File: src/rtl/core/tempo_synced_loop_playhead_defines.svh
// assertion macros shared by the playhead rtl
`ifndef TEMPO_SYNCED_LOOP_PLAYHEAD_DEFINES_SVH
`define TEMPO_SYNCED_LOOP_PLAYHEAD_DEFINES_SVH

// same-cycle implication, off during reset
`define TSLP_ASSERT_IMP(lbl, ante, cons, msg) \
  lbl: assert property (@(posedge clk) disable iff (!rst_n) (ante) |-> (cons)) \
    else $error(msg);

// next-cycle implication, off during reset
`define TSLP_ASSERT_NXT(lbl, ante, cons, msg) \
  lbl: assert property (@(posedge clk) disable iff (!rst_n) (ante) |=> (cons)) \
    else $error(msg);

// invariant on every clock
`define TSLP_ASSERT_ALW(lbl, cond, msg) \
  lbl: assert property (@(posedge clk) disable iff (!rst_n) (cond)) \
    else $error(msg);

`endif

File: src/rtl/core/tslp_pkg.sv
// types, constants and codes shared by the loop playhead modules
`default_nettype none

package tslp_pkg;

  localparam int FRAME_BITS      = 28;
  localparam int MAX_FRAMES_DEF  = 16;
  localparam int COUNT_BITS_DEF  = 24;
  localparam int TEMPO_BITS      = 25;
  localparam int GAIN_BITS       = 16;
  localparam int PADDR_BITS      = 5;

  localparam int DIV_DEN_W = 40;
  localparam int DIV_Q_W   = 32;
  localparam int DIV_NUM_W = DIV_DEN_W + DIV_Q_W;

  localparam logic [GAIN_BITS-1:0]  UNITY       = 16'd32768;
  localparam logic [TEMPO_BITS-1:0] TEMPO_RESET = 25'(120 << 16);
  localparam logic [31:0]           MEAS_LO     = 32'(20 << 16);
  localparam logic [31:0]           MEAS_HI     = 32'(400 << 16);
  // ceil(2^37 / 100): (x * DIV100_MAGIC) >> 37 is x / 100 for any 32-bit x
  localparam logic [31:0]           DIV100_MAGIC = 32'h51EB851F;

  typedef enum logic [2:0] {
    REG_LOOP_LENGTH   = 3'd0,
    REG_RATE_RATIO    = 3'd1,
    REG_OUTPUT_RATE   = 3'd2,
    REG_FALLBACK_BARS = 3'd3,
    REG_FADE_IN_STEP  = 3'd4,
    REG_FADE_OUT_STEP = 3'd5
  } reg_idx_e;

  typedef struct packed {
    logic [27:0] loop_length;
    logic [31:0] rate_ratio;
    logic [17:0] output_rate;
    logic [7:0]  fallback_bars;
    logic [15:0] fade_in_step;
    logic [15:0] fade_out_step;
  } cfg_t;

  typedef struct packed {
    logic        clock_high;
    logic        trigger_high;
    logic        reset_pressed;
    logic        cue_switch;
    logic        sync_switch;
    logic [4:0]  bars_knob;
    logic [3:0]  shift_beat;
    logic [16:0] speed_factor;
    logic [11:0] frames_ready;
  } in_item_t;

  typedef struct packed {
    logic [4:0]  frames_to_take;
    logic        seek_now;
    logic [27:0] seek_frame;
    logic [27:0] play_frame;
    logic [15:0] out_gain;
    logic        route_to_cue;
    logic        muted;
  } out_item_t;

  typedef enum logic [4:0] {
    S_IDLE,
    S_FRONT,
    S_PREP,
    S_PREP2,
    S_TGT_GO,
    S_TGT_WAIT,
    S_MEAS_GO,
    S_MEAS_WAIT,
    S_SMOOTH_PREP,
    S_SMOOTH_GO,
    S_SEL_SPEED,
    S_MUL1,
    S_MUL2,
    S_SPEED_GO,
    S_SPEED_WAIT,
    S_ACCUM,
    S_TAKE,
    S_EMIT
  } ctrl_state_e;

  typedef enum logic [1:0] {
    DIV_TGT,
    DIV_MEAS,
    DIV_SPEED
  } div_sel_e;

  typedef struct packed {
    logic     load;
    logic     front;
    logic     prep;
    logic     prep2;
    logic     div_start;
    div_sel_e div_sel;
    logic     tgt_cap;
    logic     meas_cap;
    logic     smooth_prep;
    logic     tempo_cap;
    logic     speed_free;
    logic     mul1;
    logic     mul2;
    logic     speed_zero;
    logic     speed_cap;
    logic     accum;
    logic     take_step;
    logic     out_load;
  } cmd_t;

  typedef struct packed {
    logic muted;
    logic meas_ok;
    logic in_range;
    logic sync_path;
    logic den_zero;
    logic take_go;
    logic div_done;
  } status_t;

endpackage

`default_nettype wire

File: src/rtl/core/tslp_ctrl.sv
// sequencer for one tick: front update, divides, speed, frame taking, output
`default_nettype none

`include "tempo_synced_loop_playhead_defines.svh"

module tslp_ctrl (
  input  wire logic              clk,
  input  wire logic              rst_n,
  input  wire logic              in_valid,
  output logic                   in_stall,
  output logic                   out_valid,
  input  wire logic              out_stall,
  input  wire tslp_pkg::status_t stat,
  output tslp_pkg::cmd_t         cmd
);

  tslp_pkg::ctrl_state_e state_r, state_nxt;
  logic                  out_valid_r, out_valid_nxt;
  logic                  out_free;

  assign out_free = !out_valid_r || !out_stall;

  always_comb begin
    state_nxt = state_r;
    unique case (state_r)
      tslp_pkg::S_IDLE:
        if (in_valid) begin
          state_nxt = stat.muted ? tslp_pkg::S_EMIT : tslp_pkg::S_FRONT;
        end
      tslp_pkg::S_FRONT:       state_nxt = tslp_pkg::S_PREP;
      tslp_pkg::S_PREP:        state_nxt = tslp_pkg::S_PREP2;
      tslp_pkg::S_PREP2:       state_nxt = tslp_pkg::S_TGT_GO;
      tslp_pkg::S_TGT_GO:      state_nxt = tslp_pkg::S_TGT_WAIT;
      tslp_pkg::S_TGT_WAIT:
        if (stat.div_done) begin
          state_nxt = stat.meas_ok ? tslp_pkg::S_MEAS_GO : tslp_pkg::S_SEL_SPEED;
        end
      tslp_pkg::S_MEAS_GO:     state_nxt = tslp_pkg::S_MEAS_WAIT;
      tslp_pkg::S_MEAS_WAIT:
        if (stat.div_done) begin
          state_nxt = tslp_pkg::S_SMOOTH_PREP;
        end
      tslp_pkg::S_SMOOTH_PREP:
        state_nxt = stat.in_range ? tslp_pkg::S_SMOOTH_GO : tslp_pkg::S_SEL_SPEED;
      tslp_pkg::S_SMOOTH_GO:   state_nxt = tslp_pkg::S_SEL_SPEED;
      tslp_pkg::S_SEL_SPEED:
        state_nxt = stat.sync_path ? tslp_pkg::S_MUL1 : tslp_pkg::S_ACCUM;
      tslp_pkg::S_MUL1:        state_nxt = tslp_pkg::S_MUL2;
      tslp_pkg::S_MUL2:
        state_nxt = stat.den_zero ? tslp_pkg::S_ACCUM : tslp_pkg::S_SPEED_GO;
      tslp_pkg::S_SPEED_GO:    state_nxt = tslp_pkg::S_SPEED_WAIT;
      tslp_pkg::S_SPEED_WAIT:
        if (stat.div_done) begin
          state_nxt = tslp_pkg::S_ACCUM;
        end
      tslp_pkg::S_ACCUM:       state_nxt = tslp_pkg::S_TAKE;
      tslp_pkg::S_TAKE:
        if (!stat.take_go) begin
          state_nxt = tslp_pkg::S_EMIT;
        end
      tslp_pkg::S_EMIT:
        if (out_free) begin
          state_nxt = tslp_pkg::S_IDLE;
        end
      default:                 state_nxt = tslp_pkg::S_IDLE;
    endcase
  end

  always_comb begin
    cmd = '0;
    cmd.div_sel = tslp_pkg::DIV_TGT;
    unique case (state_r)
      tslp_pkg::S_IDLE:        cmd.load = in_valid;
      tslp_pkg::S_FRONT:       cmd.front = 1'b1;
      tslp_pkg::S_PREP:        cmd.prep = 1'b1;
      tslp_pkg::S_PREP2:       cmd.prep2 = 1'b1;
      tslp_pkg::S_TGT_GO: begin
        cmd.div_start = 1'b1;
        cmd.div_sel   = tslp_pkg::DIV_TGT;
      end
      tslp_pkg::S_TGT_WAIT:    cmd.tgt_cap = stat.div_done;
      tslp_pkg::S_MEAS_GO: begin
        cmd.div_start = 1'b1;
        cmd.div_sel   = tslp_pkg::DIV_MEAS;
      end
      tslp_pkg::S_MEAS_WAIT:   cmd.meas_cap = stat.div_done;
      tslp_pkg::S_SMOOTH_PREP: cmd.smooth_prep = 1'b1;
      // divide by 100 is a reciprocal multiply in the datapath
      tslp_pkg::S_SMOOTH_GO:   cmd.tempo_cap = 1'b1;
      tslp_pkg::S_SEL_SPEED:   cmd.speed_free = !stat.sync_path;
      tslp_pkg::S_MUL1:        cmd.mul1 = 1'b1;
      tslp_pkg::S_MUL2: begin
        cmd.mul2       = 1'b1;
        cmd.speed_zero = stat.den_zero;
      end
      tslp_pkg::S_SPEED_GO: begin
        cmd.div_start = 1'b1;
        cmd.div_sel   = tslp_pkg::DIV_SPEED;
      end
      tslp_pkg::S_SPEED_WAIT:  cmd.speed_cap = stat.div_done;
      tslp_pkg::S_ACCUM:       cmd.accum = 1'b1;
      tslp_pkg::S_TAKE:        cmd.take_step = stat.take_go;
      tslp_pkg::S_EMIT:        cmd.out_load = out_free;
      default:                 cmd.load = 1'b0;
    endcase
  end

  always_comb begin
    out_valid_nxt = out_valid_r;
    if (cmd.out_load) begin
      out_valid_nxt = 1'b1;
    end else if (!out_stall) begin
      out_valid_nxt = 1'b0;
    end
  end

  always_ff @(posedge clk) begin
    if (!rst_n) begin
      state_r     <= tslp_pkg::S_IDLE;
      out_valid_r <= 1'b0;
    end else begin
      state_r     <= state_nxt;
      out_valid_r <= out_valid_nxt;
    end
  end

  assign in_stall  = state_r != tslp_pkg::S_IDLE;
  assign out_valid = out_valid_r;

  `TSLP_ASSERT_IMP(a_div_done_in_wait, stat.div_done, state_r == tslp_pkg::S_TGT_WAIT || state_r == tslp_pkg::S_MEAS_WAIT || state_r == tslp_pkg::S_SPEED_WAIT, "divider finished outside a wait state")
  `TSLP_ASSERT_NXT(a_accept_moves_on, state_r == tslp_pkg::S_IDLE && in_valid, state_r == tslp_pkg::S_FRONT || state_r == tslp_pkg::S_EMIT, "accepted word did not start processing")

endmodule

`default_nettype wire

File: config.mk
export PLATFORM = sky130hd
export DESIGN_NAME = tslp_ctrl
export DESIGN_NICKNAME = d
export VERILOG_FILES = /design/src/rtl/core/tslp_pkg.sv /design/src/rtl/core/tslp_ctrl.sv
export VERILOG_INCLUDE_DIRS = /design/src /design/src/rtl/core
export SDC_FILE = /design/constraint.sdc
export NUM_CORES = 1
export LEC_CHECK = 0
export ABC_AREA = 1
export BUFFER_PORTS_ARGS = -buffer_cell sky130_fd_sc_hd__buf_2
export CORE_UTILIZATION = 48
export DETAILED_ROUTE_END_ITERATION = 12
export PLACE_DENSITY_LB_ADDON = 0.25
export SETUP_SLACK_MARGIN = 0.5
export SLEW_MARGIN = 10
export SYNTH_ARGS = -nofsm -noshare
export SYNTH_HDL_FRONTEND = slang
export SYNTH_SLANG_ARGS = --single-unit
File: constraint.sdc
create_clock -name clk -period 2.64 [get_ports clk]
set_input_delay 0.396 -clock clk [delete_from_list [all_inputs] [get_ports clk]]
set_output_delay 0.396 -clock clk [all_outputs]
set_load 0.05 [all_outputs]
# Word-level counts from Yosys, hierarchy flattened
# Index checks and enable logic that the tools add are counted.
# classes
n_eq_ne	24
n_mux	30
reduce_logical	7
# ops
op	count
$pmux 5 s18	1
$eq 5x4->1 const B	8
$mux 5	7
$eq 5x3->1 const B	4
$mux 1	16
$ne 2x2->1 const B	6
$eq 5x2->1 const B	2
$eq 5x5->1 const B	2
$pmux 3 s3	1
$mux 2	3
$reduce_and 6->1	1
$eq 5x1->1 const B	1
$logic_not 5->1	1
$reduce_bool 5->1	1
$mux 4	1
$logic_not 1->1	3
$mux 3	1
$ne 2x1->1 const B	1
$logic_or 1x1->1	1
# totals
regBits	6
in_bits	11
elab_cells	63

# Longest topological paths before layout
# Gate-level depths: netlist of run 1.
# depth
ltp_word	4
depth_mapped	10
ltp_nobuf	10

# Worst setup path before layout of run 1
# Ideal clock, no wire load.
# synth_path
path_kind	register -> output
from	register state_r[4]
to	output port cmd[14] (netlist bit)
arrival_ns	1.812
slack_ns	0.432
path_stages_with_launch	7
path_cell_list	dfxtp_1 -> inv_2 -> buf_6 -> nand3_1 -> nor2_1 -> nor2_1 -> nand2_1
# synth_rtl
item	line	text
start, declared	tslp_ctrl.sv:17	tslp_pkg::ctrl_state_e state_r, state_nxt;
start signal, assigned	tslp_ctrl.sv:119	state_r <= tslp_pkg::S_IDLE;
start signal, assigned	tslp_ctrl.sv:122	state_r <= state_nxt;
end, declared	tslp_ctrl.sv:14	output tslp_pkg::cmd_t cmd

==> out/qor.txt, run 1 <==
Fraction of final layout cells with drive strength greater than 1 - 31.7%
Number of antenna violations at the first check in global routing - 0
YS warnings - 0
Number of instances in the placed design - 172
Worst hold-check path type - input pin to flip-flop
Total congestion overflow - 0
Average cell area after synthesis - 5.11 um^2
Number of buffer and inverter stages on the critical path - 2
Number of distinct library cells after synthesis - 14
Port Buffers - 31
Type of the worst setup path - flip-flop to output pin
Wire length of the first global-routing pass - 2.99 mm
Aggregate negative setup slack - 0 ps
Worst Max-Slew Pin Slew - 360 ps
Worst-case register-to-register setup slack - 1200 ps
Required time of the critical path - 2240 ps
Capturing instance or port of the critical path - cmd[14]
CTS root buffer - sky130_fd_sc_hd__clkbuf_4
Count of vias placed by the detailed router - 900
Post-synth net total - 140
Synthesized instance count - 129
Total routed wire length on the met1 layer - 778 um
Detailed route wirelength on metal2 - 784 um
Highest routing layer actually used - met3
Routed length on met3 - 143 um
Ant. Diodes - 0
Core Util, Final - 70.9%
Worst-Skew Late Latency - 240 ps
Min cycle time layout - 2010 ps
Setup repair after global routing missed its margin - no
Placer's final routability congestion estimate - 0.853
1st-iter DRT viols - 39
Endpoint of the worst register-to-register path - state_r[3]$_SDFFE_PN0P_
TritonCTS Sinks - 6
Cell count of the worst reg-to-reg path - 7
Gates resized, CTS repair - 0
Post CTS Setup Buffer Count - 0
Outcome - completed
Flop and latch count out of synthesis - 6
Post-synthesis mux area share - 0%
Static leakage power - 0.595 nW
Slew Limit Fails - 0
GRT Total Usage - 28.9%
Highest cell delay on the worst timing path - 430 ps
Worst hold slack across all endpoints - 448 ps
Crit. End Element - output pin
1st-pass router iterations - 4
Core box area - 0.00119 mm^2
Compound-cell area share of the yosys netlist - 7.40%
DRT Wirelength - 1.71 mm
Maximum number of pins on one net before global-route repair - 12
Vias in the first global route - 739
Number of buffers inserted during clock tree synthesis - 3
Area share of fa/ha/maj cells after synthesis - 0%
Hold Violations, Final - 0
Deepest clock path buffer count - 2
Vias per cell - 5.14
Headroom to the max-slew limit - 76.0%
Worst IR drop on VDD - 0.530 mV
Clock-pin transition on the worst setup and hold timing paths - 50 ps
Cell type with the highest occurrence count on the critical path - sky130_fd_sc_hd__nand2_1
Type of origin of the critical path - flip-flop
Maximum level of the CTS H-tree - 1
Nets - 174
Count of standard-cell rows - 12
Share of the synthesized netlist area taken by xor and xnor gates - 0%
Routed length per instance - 9.74 um
TritonCTS clock tree - done
Initial Util - 55.6%
Finished layout cell area - 841 um^2
HPWL Detailed - 1.43 mm
# setup viols final - 0
Area of the mapped netlist - 659 um^2
Chip width - 39.1 um
Cell at the slowest stage of the critical path - sky130_fd_sc_hd__dfxtp_1
Max-cap violation count - 0
Dominant combinational cell family by area after synthesis - simple AND/OR/NAND/NOR gates
Growth of design area from synthesis to finish - 27.5%
Non-filler instance count after layout - 175
Hold Path Stages - 3
CP Data Arrival Time - 1620 ps
Post-place instance area - 818 um^2
Post-synthesis sequential area ratio - 18.2%
Die Outline Area - 0.00153 mm^2
Crit path cell chain - nand2_1 > nor2_1 > nand2_1 > inv_1 > nor2_1 > nand2_1 > buf_2
Maximum achievable frequency - 496 MHz
Crit path max-delay family - simple AND/OR/NAND/NOR gates
Number of stages on the worst setup path - 7
Post-route ant nets - 0
Clock tree skew after final layout - 1.17 ps
Cell Pwr Density - 875 mW/mm^2
Number of hold-repair buffers added at the cts stage - 0
Simple-Gate Fraction of Synth Area - 57.3%
First element of the critical path - state_r[1]$_SDFFE_PN0P_
R2r startpoint - state_r[4]$_SDFFE_PN0P_
Period utilization - 76.3%
I/O pin count - 32
Remaining design rule violation count - 0
Y dimension of the die - 39.1 um
Critical Path Fanout Max - 6
synthesized netlist by cell type (all sizes together):
library cell	instances	area (um^2)
nand2	37	149
nor2	33	136
inv	25	93.8
nand3	15	80.1
a21oi	8	40.0
dfxtp	6	120
buf	2	18.8
nand4	2	12.5
o221ai	1	8.76
worst min-delay path by stage:
stage	startpoint	end	slack, ps
floorplan	state_r[1]$_SDFFE_PN0P_	state_r[1]$_SDFFE_PN0P_	510
global placement	out_valid$_SDFFE_PN0P_	out_valid$_SDFFE_PN0P_	480
detailed placement	out_valid$_SDFFE_PN0P_	out_valid$_SDFFE_PN0P_	510
CTS	out_stall	out_valid$_SDFFE_PN0P_	450
global route	out_stall	out_valid$_SDFFE_PN0P_	460
finish	out_stall	out_valid$_SDFFE_PN0P_	450
cells in the final DEF (no fill, tap or decap), drive strengths merged:
cell type  instances
buf               31
o221ai             1
a21oi              8
dfxtp              6
inv               25
nand4              2
clkbuf             3
nand3             15
nand2             37
nor2              33
layer usage:
metal,up-vias,track usage [%]
met3,0,9.25
met4,0,0
met5,-,0
met2,50,52.1
met1,386,34.9
li1,464,-
registers in the layout, indices dropped and copies added, names as in the netlist:
| name | cells |
|---|---|
| state_r | 5 |
| out_valid | 1 |
cells by family (layout without fill, tap and decap cells):
logic type,count (synthesis),after routing
compound gates,9,9
simple gates,87,87
flops,6,6
buf+inv,27,59
worst min-delay path: stages:
cell and delay (ps):
sky130_fd_sc_hd__buf_2 100, sky130_fd_sc_hd__nand2_1 80, sky130_fd_sc_hd__a21oi_1 60
through the flow:
| step | setup slack (ps) | total power, mW |
|---|---|---|
| finish | 625 | 0.736 |
| global placement | 944 | 0.641 |
| detailed placement | 915 | 0.649 |
| floorplan | 678 | 0.562 |
| CTS | 647 | 0.736 |
| global route | 504 | 0.803 |
report_power, final:
group	switching (mW)	internal [mW]	leakage [nW]	total, mW
Sequential	0.0393	0.113	0.0489	0.152
Clock	0.0333	0.0514	0.0138	0.0847
Combinational	0.370	0.129	0.532	0.499
Total	0.443	0.293	0.595	0.736
area by class of cell:
| class | instances | area [um^2] |
|---|---|---|
| Timing Repair Buffer | 31 | 155 |
| Fill cell | 112 | 345 |
| Inverter | 25 | 93.8 |
| Clock buffer | 3 | 22.5 |
| Tap cell | 14 | 17.5 |
| Multi-Input combinational cell | 96 | 432 |
| Sequential cell | 6 | 120 |
No activity file was read; power rests on OpenSTA's default activity.
==> run 2, diff against run 1 <==
- CORE_UTILIZATION: 48 -> 44
- clock period: 2.64 -> 2 ns (I/O delays scaled with it)
==> out/qor.txt, run 2 <==
Outcome - did not finish
Step where the flow halted - global routing (5_1_grt)
Run-stopping error - [ERROR DPL-0038] Utilization greater than 100%, impossible to legalize
Async S/R FF share, synth - 0% (unchanged)
HPWL Detailed - 1.47 mm (+2.4%)
Post-synth net total - 140 (unchanged)
WEP type - top-level output
Average cell area after synthesis - 5.11 um^2 (unchanged)
Worst setup slack after placement - 334 ps (-581 ps)
Maximum number of pins on one net before global-route repair - 12
I/O pin count - 32 (unchanged)
Maximum level of the CTS H-tree - 1 (unchanged)
TritonCTS Sinks - 6 (unchanged)
Most repeated cell in the gate-level netlist after synthesis - sky130_fd_sc_hd__nand2_1
Area of the mapped netlist - 659 um^2 (unchanged)
Y dimension of the die - 40.7 um (+4.2%)
Count of flip-flops with a built-in enable after synthesis - 0 (unchanged)
Worst setup endpoint GRT - cmd[18]
Flop and latch count out of synthesis - 6 (unchanged)
Chip width - 40.7 um (+4.2%)
Post-synthesis sequential area ratio - 18.2% (unchanged)
Synthesized instance count - 129 (unchanged)
Placer's final routability congestion estimate - 0.886 (+4.0%)
Leading cell types by total area after synthesis - sky130_fd_sc_hd__nand2_1, sky130_fd_sc_hd__dfxtp_1, sky130_fd_sc_hd__nor2_1
Number of hold-repair buffers added at the cts stage - 0 (unchanged)
Most frequent cells after synthesis - sky130_fd_sc_hd__nand2_1, sky130_fd_sc_hd__nor2_1, sky130_fd_sc_hd__inv_1
Port Buffers - 31 (unchanged)
Number of distinct library cells after synthesis - 14 (unchanged)
Number of buffers inserted during clock tree synthesis - 3 (unchanged)
Initial Util - 48.8% (-6.7 points)
Deepest clock path buffer count - 2 (unchanged)
YS warnings - 0 (unchanged)
Largest area contributor in the netlist - sky130_fd_sc_hd__nand2_1
Share of the synthesized area in the top cell type - 18.8% (unchanged)
Dominant register cell in the synthesized netlist - sky130_fd_sc_hd__dfxtp_1
CTS root buffer - sky130_fd_sc_hd__clkbuf_4
Count of standard-cell rows - 13 (+1)
run 2: cell counts after synthesis:
Identical to the previous run, type by type.
run 2: cells by family after synthesis:
| logic type | count (synthesis) | synth area share (%) |
|---|---|---|
| AO/OA/AOI/OAI | 9 | 7.40 |
| buffers and inverters | 27 | 17.1 |
| flip-flops | 6 | 18.2 |
| AND/OR/NAND/NOR | 87 | 57.3 |
run 2: through the flow:
stage | util [%] | cells | area [um^2]
2_1_floorplan | - | 129 | 721
3_3_place_gp | 64.9 | 173 | 876
3_5_place_dp | 64.9 | 173 | 876
4_1_cts | 86.3 | 184 | 1160
run 2: timing repair:
action,4_1_cts
gates cloned,0
setup endpoints to repair,20
pin swaps,5
gates resized for setup,68
setup buffers,8
==> run 3, diff against run 2 <==
- CORE_AREA: default -> 2 2 63 65
- CORE_UTILIZATION: 44 -> default
- DIE_AREA: default -> 0 0 65 67
- PLACE_DENSITY_LB_ADDON: 0.25 -> 0.15
- SETUP_SLACK_MARGIN: 0.5 -> default
==> out/qor.txt, run 3 (same netlist as run 1, synthesis figures left out) <==
Finished layout cell area - 908 um^2
Seq. cell area - 121 um^2
Placer's final routability congestion estimate - 0.779 (-12%)
HPWL Detailed - 1.73 mm (+18%)
Static leakage power - 0.605 nW
Number of hold-repair buffers added at the cts stage - 0 (unchanged)
Maximum achievable frequency - 547 MHz
Die Outline Area - 0.00436 mm^2
Period utilization - 91.4%
Crit. End Element - output pin
Post CTS Setup Buffer Count - 0 (-8)
Number of flip-flops in the largest register - 5
Port Buffers - 31 (unchanged)
CP Data Arrival Time - 1530 ps
# setup viols final - 0
I/O pin count - 32 (unchanged)
CTS root buffer - sky130_fd_sc_hd__clkbuf_8
DRT Wirelength - 1.99 mm
Growth of design area from synthesis to finish - 37.8%
Hold wc startpoint - out_stall
Gates resized, CTS repair - 0 (-100%)
Ant. Diodes - 0
Core box area - 0.00361 mm^2
Post-place instance area - 861 um^2 (-1.7%)
Most common library cell in the layout ignoring fill and taps - sky130_fd_sc_hd__nand2_1
Worst hold slack across all endpoints - 374 ps
Deepest clock path buffer count - 2 (unchanged)
Type of the worst setup path - flip-flop to output pin
Min cycle time layout - 1830 ps
Worst Max-Slew Pin Slew - 286 ps
Worst hold-check path type - input pin to flip-flop
Count of standard-cell rows - 22 (+9)
Type of origin of the critical path - flip-flop
Vias per cell - 4.10
Maximum number of pins on one net before global-route repair - 12
Setup repair after global routing missed its margin - no
Wire length of the first global-routing pass - 3.24 mm
TritonCTS clock tree - done
Count of vias placed by the detailed router - 857
Maximum level of the CTS H-tree - 1 (unchanged)
Outcome - completed
Routed length per instance - 9.52 um
Hold Violations, Final - 0
Commonest cells after routing, fill and taps aside - sky130_fd_sc_hd__nand2_1, sky130_fd_sc_hd__buf_2, sky130_fd_sc_hd__nor2_1
R2r startpoint - state_r[0]$_SDFFE_PN0P_
Required time of the critical path - 1700 ps
Clock tree skew after final layout - 3.29 ps
Remaining design rule violation count - 0
Slew Limit Fails - 0
Count of fill cells added during filler insertion - 425
Post-route ant nets - 0
Total congestion overflow - 0
Vias in the first global route - 780
GRT Total Usage - 9.47%
Clock-pin transition on the worst setup and hold timing paths - 40 ps
Multi-input combinational cell area - 437 um^2
1st-iter DRT viols - 18
TritonCTS Sinks - 6 (unchanged)
1st-pass router iterations - 4
Aggregate negative setup slack - 0 ps
Fraction of final layout cells with drive strength greater than 1 - 32.3%
Register bank with the most flops - state_r
Critical Path Fanout Max - 6
Number of antenna violations at the first check in global routing - 0
Max-cap violation count - 0
Y dimension of the die - 67 um (+65%)
Headroom to the max-slew limit - 80.9%
Nets - 174
Number of buffers inserted during clock tree synthesis - 3 (unchanged)
First element of the critical path - state_r[0]$_SDFFE_PN0P_
Core Util, Final - 25.2%
Chip width - 65 um (+60%)
Cell Pwr Density - 1170 mW/mm^2
Worst IR drop on VDD - 0.254 mV
Initial Util - 18.3% (-31 points)
Worst-Skew Late Latency - 220 ps
## run 3: critical path, cell delays in order, from the launching register on
cell and delay [ps]:
sky130_fd_sc_hd__dfxtp_1 380, sky130_fd_sc_hd__inv_2 80, sky130_fd_sc_hd__nand2_1 60, sky130_fd_sc_hd__nor2_1 220, sky130_fd_sc_hd__nand2_1 140, sky130_fd_sc_hd__inv_1 90, sky130_fd_sc_hd__nor2_1 40, sky130_fd_sc_hd__nand2_1 50
sky130_fd_sc_hd__buf_2 250
## run 3: final timing paths
check | endpoint | slack (ps) | cells after the start
setup / recovery | cmd[14] | 170 | 8
hold / removal | out_valid$_SDFFE_PN0P_ | 370 | 3
setup reg to reg | state_r[4]$_SDFFE_PN0P_ | 530 | 9
hold reg to reg | out_valid$_SDFFE_PN0P_ | 500 | 2
## run 3: area by class of cell
type / count / area share (%)
Timing Repair Buffer: 31 / 17.1
Sequential cell: 6 / 13.4
Multi-Input combinational cell: 96 / 48.1
Tap cell: 48 / 6.61
Inverter: 25 / 10.3
Clock buffer: 3 / 4.55
## run 3: metrics by stage
stage	total power [mW]	instances	setup slack, ps
5_1_grt	1.16	209	16.5
2_1_floorplan	0.742	129	134
3_5_place_dp	0.873	206	379
3_3_place_gp	0.873	206	379
6_report	1.06	209	173
4_1_cts	1.06	209	143
## run 3: where the power goes
group	switching, mW	total, mW	leakage, nW	internal [mW]
Sequential	0.0583	0.210	0.0494	0.151
Combinational	0.498	0.673	0.534	0.175
Clock	0.0507	0.180	0.0216	0.129
## run 3: layer usage
layer  track usage (%)  vias to the layer above  routed length, um
li1                  -                      458                  -
met1              11.5                      384                902
met2              16.5                       15               1020
met3              2.03                        0                 67
met4              3.19                        0                  0
met5                 0                        -                  0
